==> src/rtl/dlmp_pkg.sv <==
// Package with the beat types, parse phases and record codes of the mesh parser.
`timescale 1ns / 1ps
package dlmp_pkg;

    // Record kinds.
    localparam logic [3:0] K_GATE       = 4'd0;
    localparam logic [3:0] K_POINT      = 4'd1;
    localparam logic [3:0] K_RUNREF     = 4'd2;
    localparam logic [3:0] K_NORMAL     = 4'd3;
    localparam logic [3:0] K_SHAREDVERT = 4'd4;
    localparam logic [3:0] K_VERT       = 4'd5;
    localparam logic [3:0] K_EDGE       = 4'd6;
    localparam logic [3:0] K_FACESTART  = 4'd7;
    localparam logic [3:0] K_FACEEDGE   = 4'd8;
    localparam logic [3:0] K_FACECOLOR  = 4'd9;
    localparam logic [3:0] K_LINE       = 4'd10;
    localparam logic [3:0] K_END        = 4'd11;
    localparam logic [3:0] K_ERROR      = 4'd12;
    localparam logic [3:0] K_UNSUP      = 4'd13;

    // Opcode and count codes.
    localparam logic [5:0] FORM_POINT   = 6'h3f;
    localparam logic [5:0] FORM_RUN     = 6'h3e;
    localparam logic [7:0] CNT_REORDER  = 8'hff;
    localparam logic [1:0] CMD_FACE     = 2'd1;

    typedef enum logic [4:0] {
        PH_MODE, PH_HDR, PH_HSKIP, PH_OPC, PH_POINT, PH_RUNHDR, PH_RUNREF,
        PH_NORMAL, PH_VHDR, PH_SVERT, PH_XVERT, PH_EHDR, PH_EDGE, PH_CHDR,
        PH_COPC, PH_FCNT, PH_FEDGE, PH_FCOLOR, PH_LINE, PH_DRAIN
    } t_phase;

    typedef enum logic [1:0] {
        FIN_NONE, FIN_END, FIN_UNSUP
    } t_fin;

    typedef struct packed {
        logic [7:0] data_byte;
        logic       last_byte;
    } t_in;

    typedef struct packed {
        logic [3:0]         kind;
        logic [7:0]         item_index;
        logic signed [15:0] value_a;
        logic signed [15:0] value_b;
        logic signed [15:0] value_c;
        logic signed [15:0] value_d;
        logic [31:0]        vis_mask;
        logic [15:0]        bytes_used;
        logic               sort_bit;
        logic               final_record;
    } t_out;

    // Records produced by one input beat, first in order first.
    typedef struct packed {
        logic [1:0] count;
        t_out       rec0;
        t_out       rec1;
    } t_push;

endpackage

==> src/rtl/dlmp_front.sv <==
// Front end: byte-level parse state machine that turns each beat into up to two records.
`timescale 1ns / 1ps
module dlmp_front (
    input  logic           i_clk,
    input  logic           i_rst_n,
    input  logic           i_take,
    input  dlmp_pkg::t_in  i_beat,
    output dlmp_pkg::t_push o_push
);

    dlmp_pkg::t_phase r_phase, n_phase;
    logic [3:0]  r_fbc, n_fbc;
    logic [7:0]  r_done, n_done;
    logic [7:0]  r_total, n_total;
    logic [7:0]  r_cmds, n_cmds;
    logic        r_wide, n_wide;
    logic [4:0]  r_ntot, n_ntot;
    logic [63:0] r_asm, n_asm;
    logic [31:0] r_mask, n_mask;
    logic [7:0]  r_copc, n_copc;
    logic [15:0] r_body, n_body;
    logic        r_sort, n_sort;

    // Records made by the current beat: one from the parse step, one closing.
    logic           p_v;
    logic           f_v;
    dlmp_pkg::t_out p_r;
    dlmp_pkg::t_out f_r;

    function automatic dlmp_pkg::t_out mk_rec(
        input logic [3:0] kind, input logic [7:0] idx,
        input logic [15:0] a, input logic [15:0] b, input logic [15:0] c,
        input logic [15:0] d, input logic [31:0] mask, input logic [15:0] used,
        input logic srt, input logic fin);
        dlmp_pkg::t_out r;
        r.kind = kind;
        r.item_index = idx;
        r.value_a = a;
        r.value_b = b;
        r.value_c = c;
        r.value_d = d;
        r.vis_mask = mask;
        r.bytes_used = used;
        r.sort_bit = srt;
        r.final_record = fin;
        return r;
    endfunction

    // Next state and records for one accepted beat.
    always_comb begin
        logic [7:0]  b;
        logic        lst;
        logic [2:0]  mb;
        logic [3:0]  c_fbc;
        logic [3:0]  ofs;
        logic [31:0] c_mask;
        logic [63:0] c_asm;
        logic [63:0] w;
        logic        take_op;
        dlmp_pkg::t_fin fin;
        logic [7:0]  dn1;
        logic [7:0]  cm1;

        b = i_beat.data_byte;
        lst = i_beat.last_byte;
        n_phase = r_phase; n_fbc = r_fbc; n_done = r_done; n_total = r_total;
        n_cmds = r_cmds; n_wide = r_wide; n_ntot = r_ntot; n_asm = r_asm;
        n_mask = r_mask; n_copc = r_copc; n_body = r_body; n_sort = r_sort;
        p_v = 1'b0; f_v = 1'b0; take_op = 1'b0; fin = dlmp_pkg::FIN_NONE;
        p_r = '0; f_r = '0;

        // Field collection: mask bytes first, then the data bytes.
        mb = r_wide ? 3'd4 : 3'd2;
        c_fbc = r_fbc + 4'd1;
        ofs = r_fbc - {1'b0, mb};
        c_mask = r_mask;
        c_asm = r_asm;
        if (r_fbc < {1'b0, mb}) begin
            c_mask = r_mask | ({24'd0, b} << {r_fbc[1:0], 3'b000});
        end else begin
            c_asm = r_asm | ({56'd0, b} << {ofs[2:0], 3'b000});
        end
        w = r_asm | ({56'd0, b} << {r_fbc[2:0], 3'b000});
        dn1 = r_done + 8'd1;
        cm1 = r_cmds - 8'd1;

        if (r_phase == dlmp_pkg::PH_DRAIN) begin
            if (lst) begin
                n_phase = dlmp_pkg::PH_MODE;
            end
        end else if (r_phase == dlmp_pkg::PH_MODE) begin
            // Render mode byte: clear everything.
            n_phase = dlmp_pkg::PH_HDR;
            n_fbc = '0; n_done = '0; n_total = '0; n_cmds = '0; n_wide = 1'b0;
            n_ntot = '0; n_asm = '0; n_mask = '0; n_copc = '0; n_body = '0;
            n_sort = 1'b0;
            if (lst) begin
                f_v = 1'b1;
                f_r = mk_rec(dlmp_pkg::K_ERROR, '0, '0, '0, '0, '0, '0, '0, 1'b0, 1'b1);
                n_phase = dlmp_pkg::PH_MODE;
            end
        end else begin
            // Body byte count, header bytes excluded.
            if (r_phase != dlmp_pkg::PH_HSKIP &&
                !(r_phase == dlmp_pkg::PH_HDR && b[7]) && r_body != 16'hffff) begin
                n_body = r_body + 16'd1;
            end

            unique case (r_phase)
                dlmp_pkg::PH_HDR: begin
                    if (b[7]) begin
                        n_mask = {28'd0, 1'b1, b[2:0]};
                        n_fbc = '0;
                        n_phase = dlmp_pkg::PH_HSKIP;
                    end else begin
                        if (r_mask[3]) begin
                            p_v = 1'b1;
                            p_r = mk_rec(dlmp_pkg::K_GATE, {5'd0, r_mask[2:0]}, '0, '0,
                                         '0, '0, '0, '0, 1'b0, 1'b0);
                        end
                        n_mask = '0;
                        if (b[6:5] == 2'b11) begin
                            n_phase = dlmp_pkg::PH_OPC;
                        end else begin
                            take_op = 1'b1;
                        end
                    end
                end
                dlmp_pkg::PH_HSKIP: begin
                    n_fbc = c_fbc;
                    if (c_fbc >= 4'd2) begin
                        n_fbc = '0;
                        n_phase = dlmp_pkg::PH_HDR;
                    end
                end
                dlmp_pkg::PH_OPC: begin
                    take_op = 1'b1;
                end
                dlmp_pkg::PH_POINT: begin
                    p_v = 1'b1;
                    p_r = mk_rec(dlmp_pkg::K_POINT, b, '0, '0, '0, '0, '0, '0, 1'b0, 1'b0);
                    fin = dlmp_pkg::FIN_END;
                end
                dlmp_pkg::PH_RUNHDR: begin
                    n_fbc = c_fbc;
                    if (c_fbc >= 4'd2) begin
                        n_fbc = '0;
                        n_total = b;
                        n_done = '0;
                        if (b != 8'd0) begin
                            n_phase = dlmp_pkg::PH_RUNREF;
                        end else begin
                            fin = dlmp_pkg::FIN_END;
                        end
                    end
                end
                dlmp_pkg::PH_RUNREF: begin
                    p_v = 1'b1;
                    p_r = mk_rec(dlmp_pkg::K_RUNREF, b, '0, '0, '0, '0, '0, '0, 1'b0, 1'b0);
                    n_done = dn1;
                    if (dn1 == r_total) begin
                        fin = dlmp_pkg::FIN_END;
                    end
                end
                dlmp_pkg::PH_NORMAL: begin
                    n_asm = w;
                    n_fbc = c_fbc;
                    if (c_fbc >= 4'd8) begin
                        p_v = 1'b1;
                        p_r = mk_rec(dlmp_pkg::K_NORMAL, r_done, w[15:0], w[31:16],
                                     w[47:32], w[63:48], '0, '0, 1'b0, 1'b0);
                        n_done = dn1; n_fbc = '0; n_mask = '0; n_asm = '0;
                        if (dn1 == r_total) begin
                            n_phase = dlmp_pkg::PH_VHDR;
                        end
                    end
                end
                dlmp_pkg::PH_VHDR: begin
                    n_done = '0;
                    n_total = {1'b0, b[6:0]};
                    n_fbc = '0; n_mask = '0; n_asm = '0;
                    if (b[6:0] == 7'd0) begin
                        n_phase = dlmp_pkg::PH_EHDR;
                    end else begin
                        n_phase = b[7] ? dlmp_pkg::PH_SVERT : dlmp_pkg::PH_XVERT;
                    end
                end
                dlmp_pkg::PH_SVERT, dlmp_pkg::PH_XVERT, dlmp_pkg::PH_EDGE,
                dlmp_pkg::PH_LINE: begin
                    n_fbc = c_fbc; n_mask = c_mask; n_asm = c_asm;
                    if (r_phase == dlmp_pkg::PH_SVERT &&
                        c_fbc >= {1'b0, mb} + 4'd1) begin
                        p_v = 1'b1;
                        p_r = mk_rec(dlmp_pkg::K_SHAREDVERT, c_asm[7:0], '0, '0, '0, '0,
                                     c_mask, '0, 1'b0, 1'b0);
                    end
                    if (r_phase == dlmp_pkg::PH_XVERT &&
                        c_fbc >= {1'b0, mb} + 4'd6) begin
                        p_v = 1'b1;
                        p_r = mk_rec(dlmp_pkg::K_VERT, r_done, c_asm[15:0], c_asm[31:16],
                                     c_asm[47:32], '0, c_mask, '0, 1'b0, 1'b0);
                    end
                    if ((r_phase == dlmp_pkg::PH_EDGE || r_phase == dlmp_pkg::PH_LINE) &&
                        c_fbc >= {1'b0, mb} + 4'd2) begin
                        p_v = 1'b1;
                        p_r = mk_rec((r_phase == dlmp_pkg::PH_EDGE) ? dlmp_pkg::K_EDGE
                                                                     : dlmp_pkg::K_LINE,
                                     r_done, {8'd0, c_asm[7:0]}, {8'd0, c_asm[15:8]},
                                     '0, '0, c_mask, '0, 1'b0, 1'b0);
                    end
                    if (p_v) begin
                        n_done = dn1; n_fbc = '0; n_mask = '0; n_asm = '0;
                        if (r_phase == dlmp_pkg::PH_LINE) begin
                            // Command finished.
                            n_cmds = cm1;
                            if (cm1 == 8'd0) begin
                                fin = dlmp_pkg::FIN_END;
                            end else begin
                                n_phase = dlmp_pkg::PH_COPC;
                            end
                        end else if (dn1 == r_total) begin
                            n_phase = (r_phase == dlmp_pkg::PH_EDGE) ? dlmp_pkg::PH_CHDR
                                                                     : dlmp_pkg::PH_EHDR;
                        end
                    end
                end
                dlmp_pkg::PH_EHDR: begin
                    n_total = b; n_done = '0;
                    n_fbc = '0; n_mask = '0; n_asm = '0;
                    n_phase = (b != 8'd0) ? dlmp_pkg::PH_EDGE : dlmp_pkg::PH_CHDR;
                end
                dlmp_pkg::PH_CHDR: begin
                    if (b == 8'd0) begin
                        fin = dlmp_pkg::FIN_END;
                    end else if (b == dlmp_pkg::CNT_REORDER) begin
                        fin = dlmp_pkg::FIN_UNSUP;
                    end else begin
                        n_cmds = b; n_done = '0;
                        n_phase = dlmp_pkg::PH_COPC;
                    end
                end
                dlmp_pkg::PH_COPC: begin
                    n_copc = b;
                    n_fbc = '0; n_mask = '0; n_asm = '0;
                    n_phase = (b[1:0] == dlmp_pkg::CMD_FACE) ? dlmp_pkg::PH_FCNT
                                                             : dlmp_pkg::PH_LINE;
                end
                dlmp_pkg::PH_FCNT: begin
                    p_v = 1'b1;
                    p_r = mk_rec(dlmp_pkg::K_FACESTART, b, {11'd0, r_copc[7], r_copc[6:3]},
                                 '0, '0, '0, '0, '0, 1'b0, 1'b0);
                    n_total = b;
                    n_phase = (b != 8'd0) ? dlmp_pkg::PH_FEDGE : dlmp_pkg::PH_FCOLOR;
                end
                dlmp_pkg::PH_FEDGE: begin
                    p_v = 1'b1;
                    p_r = mk_rec(dlmp_pkg::K_FACEEDGE, b, '0, '0, '0, '0, '0, '0, 1'b0, 1'b0);
                    n_total = r_total - 8'd1;
                    if (r_total == 8'd1) begin
                        n_phase = dlmp_pkg::PH_FCOLOR;
                    end
                end
                dlmp_pkg::PH_FCOLOR: begin
                    p_v = 1'b1;
                    p_r = mk_rec(dlmp_pkg::K_FACECOLOR, b, '0, '0, '0, '0, '0, '0,
                                 1'b0, 1'b0);
                    n_done = dn1;
                    n_cmds = cm1;
                    if (cm1 == 8'd0) begin
                        fin = dlmp_pkg::FIN_END;
                    end else begin
                        n_phase = dlmp_pkg::PH_COPC;
                    end
                end
                default: begin
                    n_phase = dlmp_pkg::PH_MODE;
                end
            endcase

            // Opcode byte: point, edge run or model.
            if (take_op) begin
                n_sort = b[6];
                n_fbc = '0; n_mask = '0; n_asm = '0;
                if (b[5:0] == dlmp_pkg::FORM_POINT) begin
                    n_phase = dlmp_pkg::PH_POINT;
                end else if (b[5:0] == dlmp_pkg::FORM_RUN) begin
                    n_phase = dlmp_pkg::PH_RUNHDR;
                end else begin
                    n_ntot = b[4:0];
                    n_wide = (b[4:0] > 5'd16);
                    n_done = '0;
                    n_total = {3'd0, b[4:0]};
                    n_phase = (b[4:0] != 5'd0) ? dlmp_pkg::PH_NORMAL : dlmp_pkg::PH_VHDR;
                end
            end

            // Closing record.
            if (fin == dlmp_pkg::FIN_END) begin
                f_v = 1'b1;
                f_r = mk_rec(dlmp_pkg::K_END, '0, '0, '0, '0, '0, '0, n_body, n_sort, 1'b1);
                n_phase = lst ? dlmp_pkg::PH_MODE : dlmp_pkg::PH_DRAIN;
            end else if (fin == dlmp_pkg::FIN_UNSUP) begin
                f_v = 1'b1;
                f_r = mk_rec(dlmp_pkg::K_UNSUP, '0, '0, '0, '0, '0, '0, '0, 1'b0, 1'b1);
                n_phase = lst ? dlmp_pkg::PH_MODE : dlmp_pkg::PH_DRAIN;
            end else if (lst) begin
                f_v = 1'b1;
                f_r = mk_rec(dlmp_pkg::K_ERROR, '0, '0, '0, '0, '0, '0, '0, 1'b0, 1'b1);
                n_phase = dlmp_pkg::PH_MODE;
            end
        end
    end

    // Pack the records in order; nothing is pushed without an accepted beat.
    always_comb begin
        o_push.count = i_take ? ({1'b0, p_v} + {1'b0, f_v}) : 2'd0;
        o_push.rec0 = p_v ? p_r : f_r;
        o_push.rec1 = f_r;
    end

    // Parse state registers.
    always_ff @(posedge i_clk) begin
        if (!i_rst_n) begin
            r_phase <= dlmp_pkg::PH_MODE;
            r_fbc <= '0; r_done <= '0; r_total <= '0; r_cmds <= '0;
            r_wide <= 1'b0; r_ntot <= '0; r_asm <= '0; r_mask <= '0;
            r_copc <= '0; r_body <= '0; r_sort <= 1'b0;
        end else if (i_take) begin
            r_phase <= n_phase;
            r_fbc <= n_fbc; r_done <= n_done; r_total <= n_total; r_cmds <= n_cmds;
            r_wide <= n_wide; r_ntot <= n_ntot; r_asm <= n_asm; r_mask <= n_mask;
            r_copc <= n_copc; r_body <= n_body; r_sort <= n_sort;
        end
    end

endmodule

==> src/rtl/dlmp_queue.sv <==
// Back end: four-entry record queue that takes up to two records a beat and emits one.
`timescale 1ns / 1ps
module dlmp_queue (
    input  logic            i_clk,
    input  logic            i_rst_n,
    input  dlmp_pkg::t_push i_push,
    output logic            o_room,
    output logic            o_valid,
    input  logic            i_ready,
    output dlmp_pkg::t_out  o_data
);

    localparam int unsigned Depth = 4;

    dlmp_pkg::t_out r_q [Depth];
    dlmp_pkg::t_out n_q [Depth];
    logic [2:0] r_cnt, n_cnt;

    // Shift on pop, then append new records behind the survivors.
    always_comb begin
        logic       pop;
        logic [2:0] base;
        pop = (r_cnt != 3'd0) && i_ready;
        base = r_cnt - {2'd0, pop};
        for (int i = 0; i < Depth; i++) begin
            if (pop && i < Depth - 1) begin
                n_q[i] = r_q[i + 1];
            end else begin
                n_q[i] = r_q[i];
            end
            if (i_push.count != 2'd0 && 3'(i) == base) begin
                n_q[i] = i_push.rec0;
            end
            if (i_push.count == 2'd2 && 3'(i) == base + 3'd1) begin
                n_q[i] = i_push.rec1;
            end
        end
        n_cnt = base + {1'b0, i_push.count};
    end

    always_ff @(posedge i_clk) begin
        for (int i = 0; i < Depth; i++) begin
            r_q[i] <= n_q[i];
        end
    end

    always_ff @(posedge i_clk) begin
        if (!i_rst_n) begin
            r_cnt <= '0;
        end else begin
            r_cnt <= n_cnt;
        end
    end

    assign o_room  = (r_cnt <= 3'd2);
    assign o_valid = (r_cnt != 3'd0);
    assign o_data  = r_q[0];

endmodule

==> src/rtl/display_list_mesh_parser_core.sv <==
// Top level of the display-list mesh parser: parse front end and record queue.
//
//  channel | direction | payload          | handshake
//  input   | in        | i_data (t_in)    | i_valid / o_ready
//  output  | out       | o_data (t_out)   | o_valid / i_ready
//
// While o_ready is high one byte beat is taken per cycle; its records enter the queue
// in the same cycle. A beat makes at most two records, so o_ready needs two free slots.
// Records leave one per cycle from the queue head register while i_ready is high.
// Reset (synchronous, active low) empties the queue and expects a render mode byte.
// A stalled output only stops input once the four-entry queue has under two free slots.
`timescale 1ns / 1ps
module display_list_mesh_parser_core (
    input  logic           i_clk,
    input  logic           i_rst_n,
    input  logic           i_valid,
    output logic           o_ready,
    input  dlmp_pkg::t_in  i_data,
    output logic           o_valid,
    input  logic           i_ready,
    output dlmp_pkg::t_out o_data
);

    logic            w_room;
    dlmp_pkg::t_push w_push;

    assign o_ready = w_room;

    dlmp_front u_front (
        .i_clk   (i_clk),
        .i_rst_n (i_rst_n),
        .i_take  (i_valid && w_room),
        .i_beat  (i_data),
        .o_push  (w_push)
    );

    dlmp_queue u_queue (
        .i_clk   (i_clk),
        .i_rst_n (i_rst_n),
        .i_push  (w_push),
        .o_room  (w_room),
        .o_valid (o_valid),
        .i_ready (i_ready),
        .o_data  (o_data)
    );

endmodule

==> config.mk <==
export PLATFORM = sky130hd
export DESIGN_NAME = display_list_mesh_parser_core
export DESIGN_NICKNAME = d
export VERILOG_FILES = /design/src/rtl/dlmp_pkg.sv /design/src/rtl/dlmp_front.sv /design/src/rtl/dlmp_queue.sv /design/src/rtl/display_list_mesh_parser_core.sv
export SDC_FILE = /design/constraint.sdc
export NUM_CORES = 2
export LEC_CHECK = 0
export BUFFER_PORTS_ARGS = -buffer_cell sky130_fd_sc_hd__buf_2
export CORE_MARGIN = 3
export CORE_UTILIZATION = 45
export CTS_CLUSTER_SIZE = 8
export DETAILED_ROUTE_END_ITERATION = 8
export SLEW_MARGIN = 20
export SYNTH_ARGS = -nofsm -noshare
export SYNTH_HDL_FRONTEND = slang
export SYNTH_SLANG_ARGS = --single-unit
==> constraint.sdc <==
create_clock -name i_clk -period 9.62 [get_ports i_clk]
set_input_delay 1.924 -clock i_clk [delete_from_list [all_inputs] [get_ports i_clk]]
set_output_delay 1.924 -clock i_clk [all_outputs]
set_load 0.005 [all_outputs]
# After elaboration in Yosys (flattened, before gate mapping)
# Memory sizes are Yosys's and may differ from the RTL's.
# Cells that the tools add are included.
[word_totals]
reg_bits = 158
ram_bits = 504
output_inout_bits = 128
elab_cells = 299
mem_count = 1
[memory_table]
columns = ["memory", "words", "width", "rd", "rd_ports_with_merged_regs", "wr", "line_no", "text"]
rows = [
  ["u_queue.r_q", 4, 126, 4, 0, 4, "dlmp_queue.sv:15", "dlmp_pkg::t_out r_q [Depth];"],
]
[op_classes]
add_sub_neg = 13
magnitude_cmp = 8
n_eq_ne = 59
n_shift = 3
mux = 147
bitwise_logic = 4
reduce_logical = 51
[op_table]
columns = ["cell", "count"]
rows = [
  ["126-bit 2-to-1 mux", 21],
  ["126-bit one-hot mux with 8 select lines", 1],
  ["64-bit 2-to-1 mux", 5],
  ["125-bit 2-to-1 mux", 2],
  ["64-bit one-hot mux with 3 select lines", 1],
  ["8-bit 2-to-1 mux", 21],
  ["32-bit 2-to-1 mux", 5],
  ["5-bit 2-to-1 mux", 26],
  ["64-bit bitwise OR", 2],
  ["32-bit one-hot mux with 4 select lines", 1],
  ["8-bit by 6-bit left shift with 64-bit output", 2],
  ["124-bit 2-to-1 mux", 1],
  ["117-bit 2-to-1 mux", 1],
  ["5-bit one-hot mux with 13 select lines", 1],
  ["7-bit by 2-bit != test with 1-bit output (second input constant)", 7],
  ["8-bit one-hot mux with 6 select lines", 1],
  ["5-bit by 4-bit == test with 1-bit output (second input constant)", 8],
  ["4-bit 2-to-1 mux", 9],
  ["1-bit 2-to-1 mux", 32],
  ["16-bit 2-to-1 mux", 2],
  ["32-bit bitwise OR", 1],
  ["8-bit one-hot mux with 4 select lines", 1],
  ["8-bit by 5-bit left shift with 32-bit output", 1],
  ["8-bit one-hot mux with 3 select lines", 1],
  ["other kinds (74)", 132],
]

# Depth between registers and ports, before layout
[logic_depth]
depth_word = 25
depth_mapped = 26
ltp_nobuf = 22

# Modules after synthesis
# A second synthesis with hierarchy kept.
[hier_totals]
cells_unflattened = 4141
area_unflattened_um2 = 39041.2
[by_module_without_submodules]
columns = ["module", "instances", "cells_each", "area_each_um2"]
rows = [
  ["dlmp_queue", 1, 2547, 27595.2],
  ["dlmp_front", 1, 1593, 11439.7],
  ["display_list_mesh_parser_core", 1, 1, 6.3],
]

# Least setup slack after synthesis
# No wires, ideal clock.
[synth_path]
path_type = "input to register"
start = "input port i_data[8] (netlist name)"
end = "memory u_queue.r_q[2][0] (netlist name) (enable)"
setup_time_ps = 411
arrival_ps = 5921
setup_slack_ps = 3288
path_stages = 20
n_path_buf = 3
path_cell_list = "clkbuf_1 nor4_1 nand2_1 o21ai_0 a22oi_1 o22ai_1 inv_1 ha_1 nor2_1 nor2_1 o21ai_1 inv_1 ha_1 o21ai_1 or2_2 clkbuf_1 nor2_2 nor2_1 clkbuf_1 nand2_1"
[synth_lines]
columns = ["item", "line_no", "text"]
rows = [
  ["from (decl)", "display_list_mesh_parser_core.sv:18", "input dlmp_pkg::t_in i_data,"],
  ["to (decl)", "dlmp_queue.sv:15", ""],
]

==> reports/qor.yml <==
total_power_mw: 8.84
final_cell_mix: "nand2_1 (859), a21oi_1 (715), nor2_1 (636)"
power.density_mw_per_mm2: 251
remaining_drc_errors: 0
fin_nets: 4192
synthFlopType: "dfxtp_1"
timing.final.crit_share: 0.806
yosysWarnings: 0
grt_start_max_net_pins: 196
slew_headroom: 0.285
power.switching_mw: 2.90
rsz0062_at_grt: "false"
setup.worst_path.end: "u_queue.r_q[0][12]"
fin_ws_ns: 1.87
dr.pass1.iters: 9
cpMaxStageDelayCell: "dfxtp_1"
hold_viol: 0
crit_start: "u_front.r_fbc[0]"
cap_violations: 0
globalRouteOverflowTotal: 0
ant_nets: 0
crit_chain: "and3_1 > xnor2_4 > inv_4 > o21ai_2 > buf_4 > nand2_1 > a22oi_1 > o22ai_1 > ha_1 > nor2_1 > nor2_1 > o21ai_1 > inv_1 > ha_1 > nand3b_1 > nor3_2 > buf_4 > buf_4 > a21oi_1 > o21ai_0"
cp_top_family: "simple AND/OR/NAND/NOR gates"
arrival_ns: 8.20
gp_congestion: 0.990
grt_pass1_wl_um: 156000
skew_ns: 0.0202
syn-instance-count: 4222
cts.sinks: 659
clock.fmax_mhz: 129
dpl_worst_slack_ns: 1.79
critPathMaxStageDelay_ns: 0.89
synth_seq_cells: 659
syn_nets: 4254
postSynthAreaPerCell_um2: 7.51
die_w_um: 271
hold_ws_ns: 0.453
rows: 96
reg2regPathDepth: 20
synth-edff-count: 88
cpMostUsedCell: "buf_4"
seqPwrFrac: 0.415
cts.reportedPaths.clkPinSlew_ns: 0.05
syn2layout_area_growth_pct: 11.0
path_class: "flop to flop"
fin_crit_ns: 7.75
post_cts_resized: 0
drt_iter0_markers: 2803
p_leak_nw: 13.0
antenna_found_initial: 2
setup_tns_ns: 0
num-fill-cells: 6906
hpwl_um: 61700
cts_buffers: 92
worst-path-stages: 20
holdBufCountCts: 0
cts-root-buf: "clkbuf_16"
wire_per_inst_um: 19.4
r2r_start: "u_front.r_fbc[0]"
coreArea_mm2: 0.0692
drv_slew: 0
wl_um: 99000
drive_gt1_frac: 0.0878
path_max_fanout: 57
reg2reg_to: "u_queue.r_q[0][12]"
syn_area_mm2: 0.0317
n_antenna_cell: 0
cts_tree: "built"
die_area_mm2: 0.0737
vias: 29800
comb_power_share: 0.257
swShare: 0.328
mostFrequentLayoutCell: "nand2_1"
ir_drop_uv: 160
die_h_um: 271
initial_core_util: 0.458
worst_slew_pin_slew_ns: 1.07
startpoint_type: "flop"
pwr-share-clk: 0.328
r2r_slack_ns: 1.87
cts_setup_buffers: 0
cts-htree-levels: 3
io_buffers: 140
cp.buffers_inverters: 5
instances_no_fill: 5112
grt_pass1_vias: 26900
hp-class: "flop to flop"
setup_viol: 0
ys_seq_area_frac: 0.444
clockBufferDepth: 3
outcome: "finished, final reports clean"
dp_cells: 4995
end_kind: "flop"
clk-insertion-delay-late_ns: 0.64
track_usage: 0.261
routed_via_density: 5.83
p_int_mw: 5.94
required_ns: 10.07
io_pins: 141
ys_types: 94
async_flop_share: 0
[per-layer routing]
layer | part of all wire | track usage | vias to the layer above
met3 | 0.069 | 0.0465 | 177
met5 | 0.000081 | 0 | -
met4 | 0.028 | 0.0899 | 2
met2 | 0.44 | 0.401 | 1039
met1 | 0.46 | 0.368 | 14000
li1 | - | - | 14500
[power by group through the flow]
| stage | sequential, mW | combinational (mW) | clock, mW |
|---|---|---|---|
| after floorplan | 3.67 | 1.67 | 0 |
| after global placement | 3.71 | 2.24 | 0 |
| after detailed placement | 3.72 | 2.27 | 0 |
| after CTS | 3.67 | 2.28 | 2.96 |
| after global routing | 3.73 | 2.58 | 3.08 |
| final | 3.67 | 2.27 | 2.90 |
[metrics by stage]
step                 util  area (um^2)
CTS                 0.508        35200
finish              0.509        35200
floorplan               -        31700
global route        0.509        35200
detailed placement  0.473        32700
global placement    0.473        32700
[how the worst min path moves through the flow]
| stage | start | end | slack [ns] | cells past startpoint |
|---|---|---|---|---|
| finish | u_queue.r_q[3][19] | u_queue.r_q[3][19] | 0.45 | 2 |
| floorplan | u_front.r_copc[6] | u_front.r_copc[6] | 0.43 | 2 |
| global route | u_queue.r_q[3][47] | u_queue.r_q[3][47] | 0.47 | 2 |
| detailed placement | u_queue.r_q[3][19] | u_queue.r_q[3][19] | 0.45 | 2 |
| CTS | u_queue.r_q[3][45] | u_queue.r_q[3][45] | 0.45 | 2 |
| global placement | u_queue.r_q[3][64] | u_queue.r_q[3][64] | 0.44 | 2 |
[area by class of cell]
class | instances | area (um^2) | share of cell area
clock inverters | 4 | 53.8 | 0.00153
flip-flops and latches | 659 | 14100 | 0.400
clock buffers | 111 | 2420 | 0.0686
inverters | 29 | 119 | 0.00338
multi-input cells | 3176 | 16200 | 0.460
repair buffers | 202 | 1200 | 0.0341
well taps | 931 | 1160 | 0.0331
[cell families after synthesis]
| kind of cell | after synthesis | share of synthesized area |
|---|---|---|
| AOI/OAI and AO/OA | 1285 | 0.243 |
| xor gates and xnor gates | 38 | 0.0111 |
| adders and majority gates | 20 | 0.00805 |
| buffers and inverters | 387 | 0.0502 |
| DFF | 659 | 0.444 |
| muxes | 6 | 0.00197 |
| and+or+nand+nor | 1827 | 0.242 |
[state kept, by name (all words and copies together) (netlist names)]
signal and flops:
u_queue.r_q 504, u_front.r_phase 5, u_front.r_body 16, u_front.r_sort 1, u_front.r_done 8, u_front.r_cmds 8
u_front.r_total 8, u_front.r_fbc 4, u_queue.r_cnt 3, u_front.r_mask 32, u_front.r_asm 64, u_front.r_copc 5
u_front.r_wide 1
[cell usage after synthesis, drive strengths merged (5+ instances only)]
master,count,area share
inv,29,0.0035
xnor2,19,0.0058
nand3,39,0.0062
edfxtp,88,0.083
xor2,19,0.0052
a21o,8,0.0019
o211ai,8,0.0019
nand2,860,0.10
o22ai,73,0.014
dfxtp,571,0.36
a211oi,81,0.019
buf,88,0.015
o2111ai,5,0.0014
nor3,69,0.011
and2,12,0.0024
nor2,651,0.078
a222oi,10,0.0032
a22o,66,0.018
ha,18,0.0071
clkbuf,270,0.032
nand3b,7,0.0017
o31ai,10,0.0030
or3,10,0.0020
a32oi,11,0.0030
a21boi,6,0.0014
nor3b,10,0.0025
a221o,5,0.0016
a31oi,78,0.015
nor4,14,0.0032
or2,7,0.0014
o21ai,105,0.017
nand2b,17,0.0034
a221oi,8,0.0022
nand4,13,0.0032
a21oi,716,0.11
and3,69,0.014
a22oi,48,0.011
nor2b,30,0.0062
[tightest hold or removal path: stages (launching register included)]
cell and delay [ns]:
dfxtp_1 0.30, nand2_1 0.05, a21oi_1 0.05
Note: power is estimated with default switching activity, not from simulation.
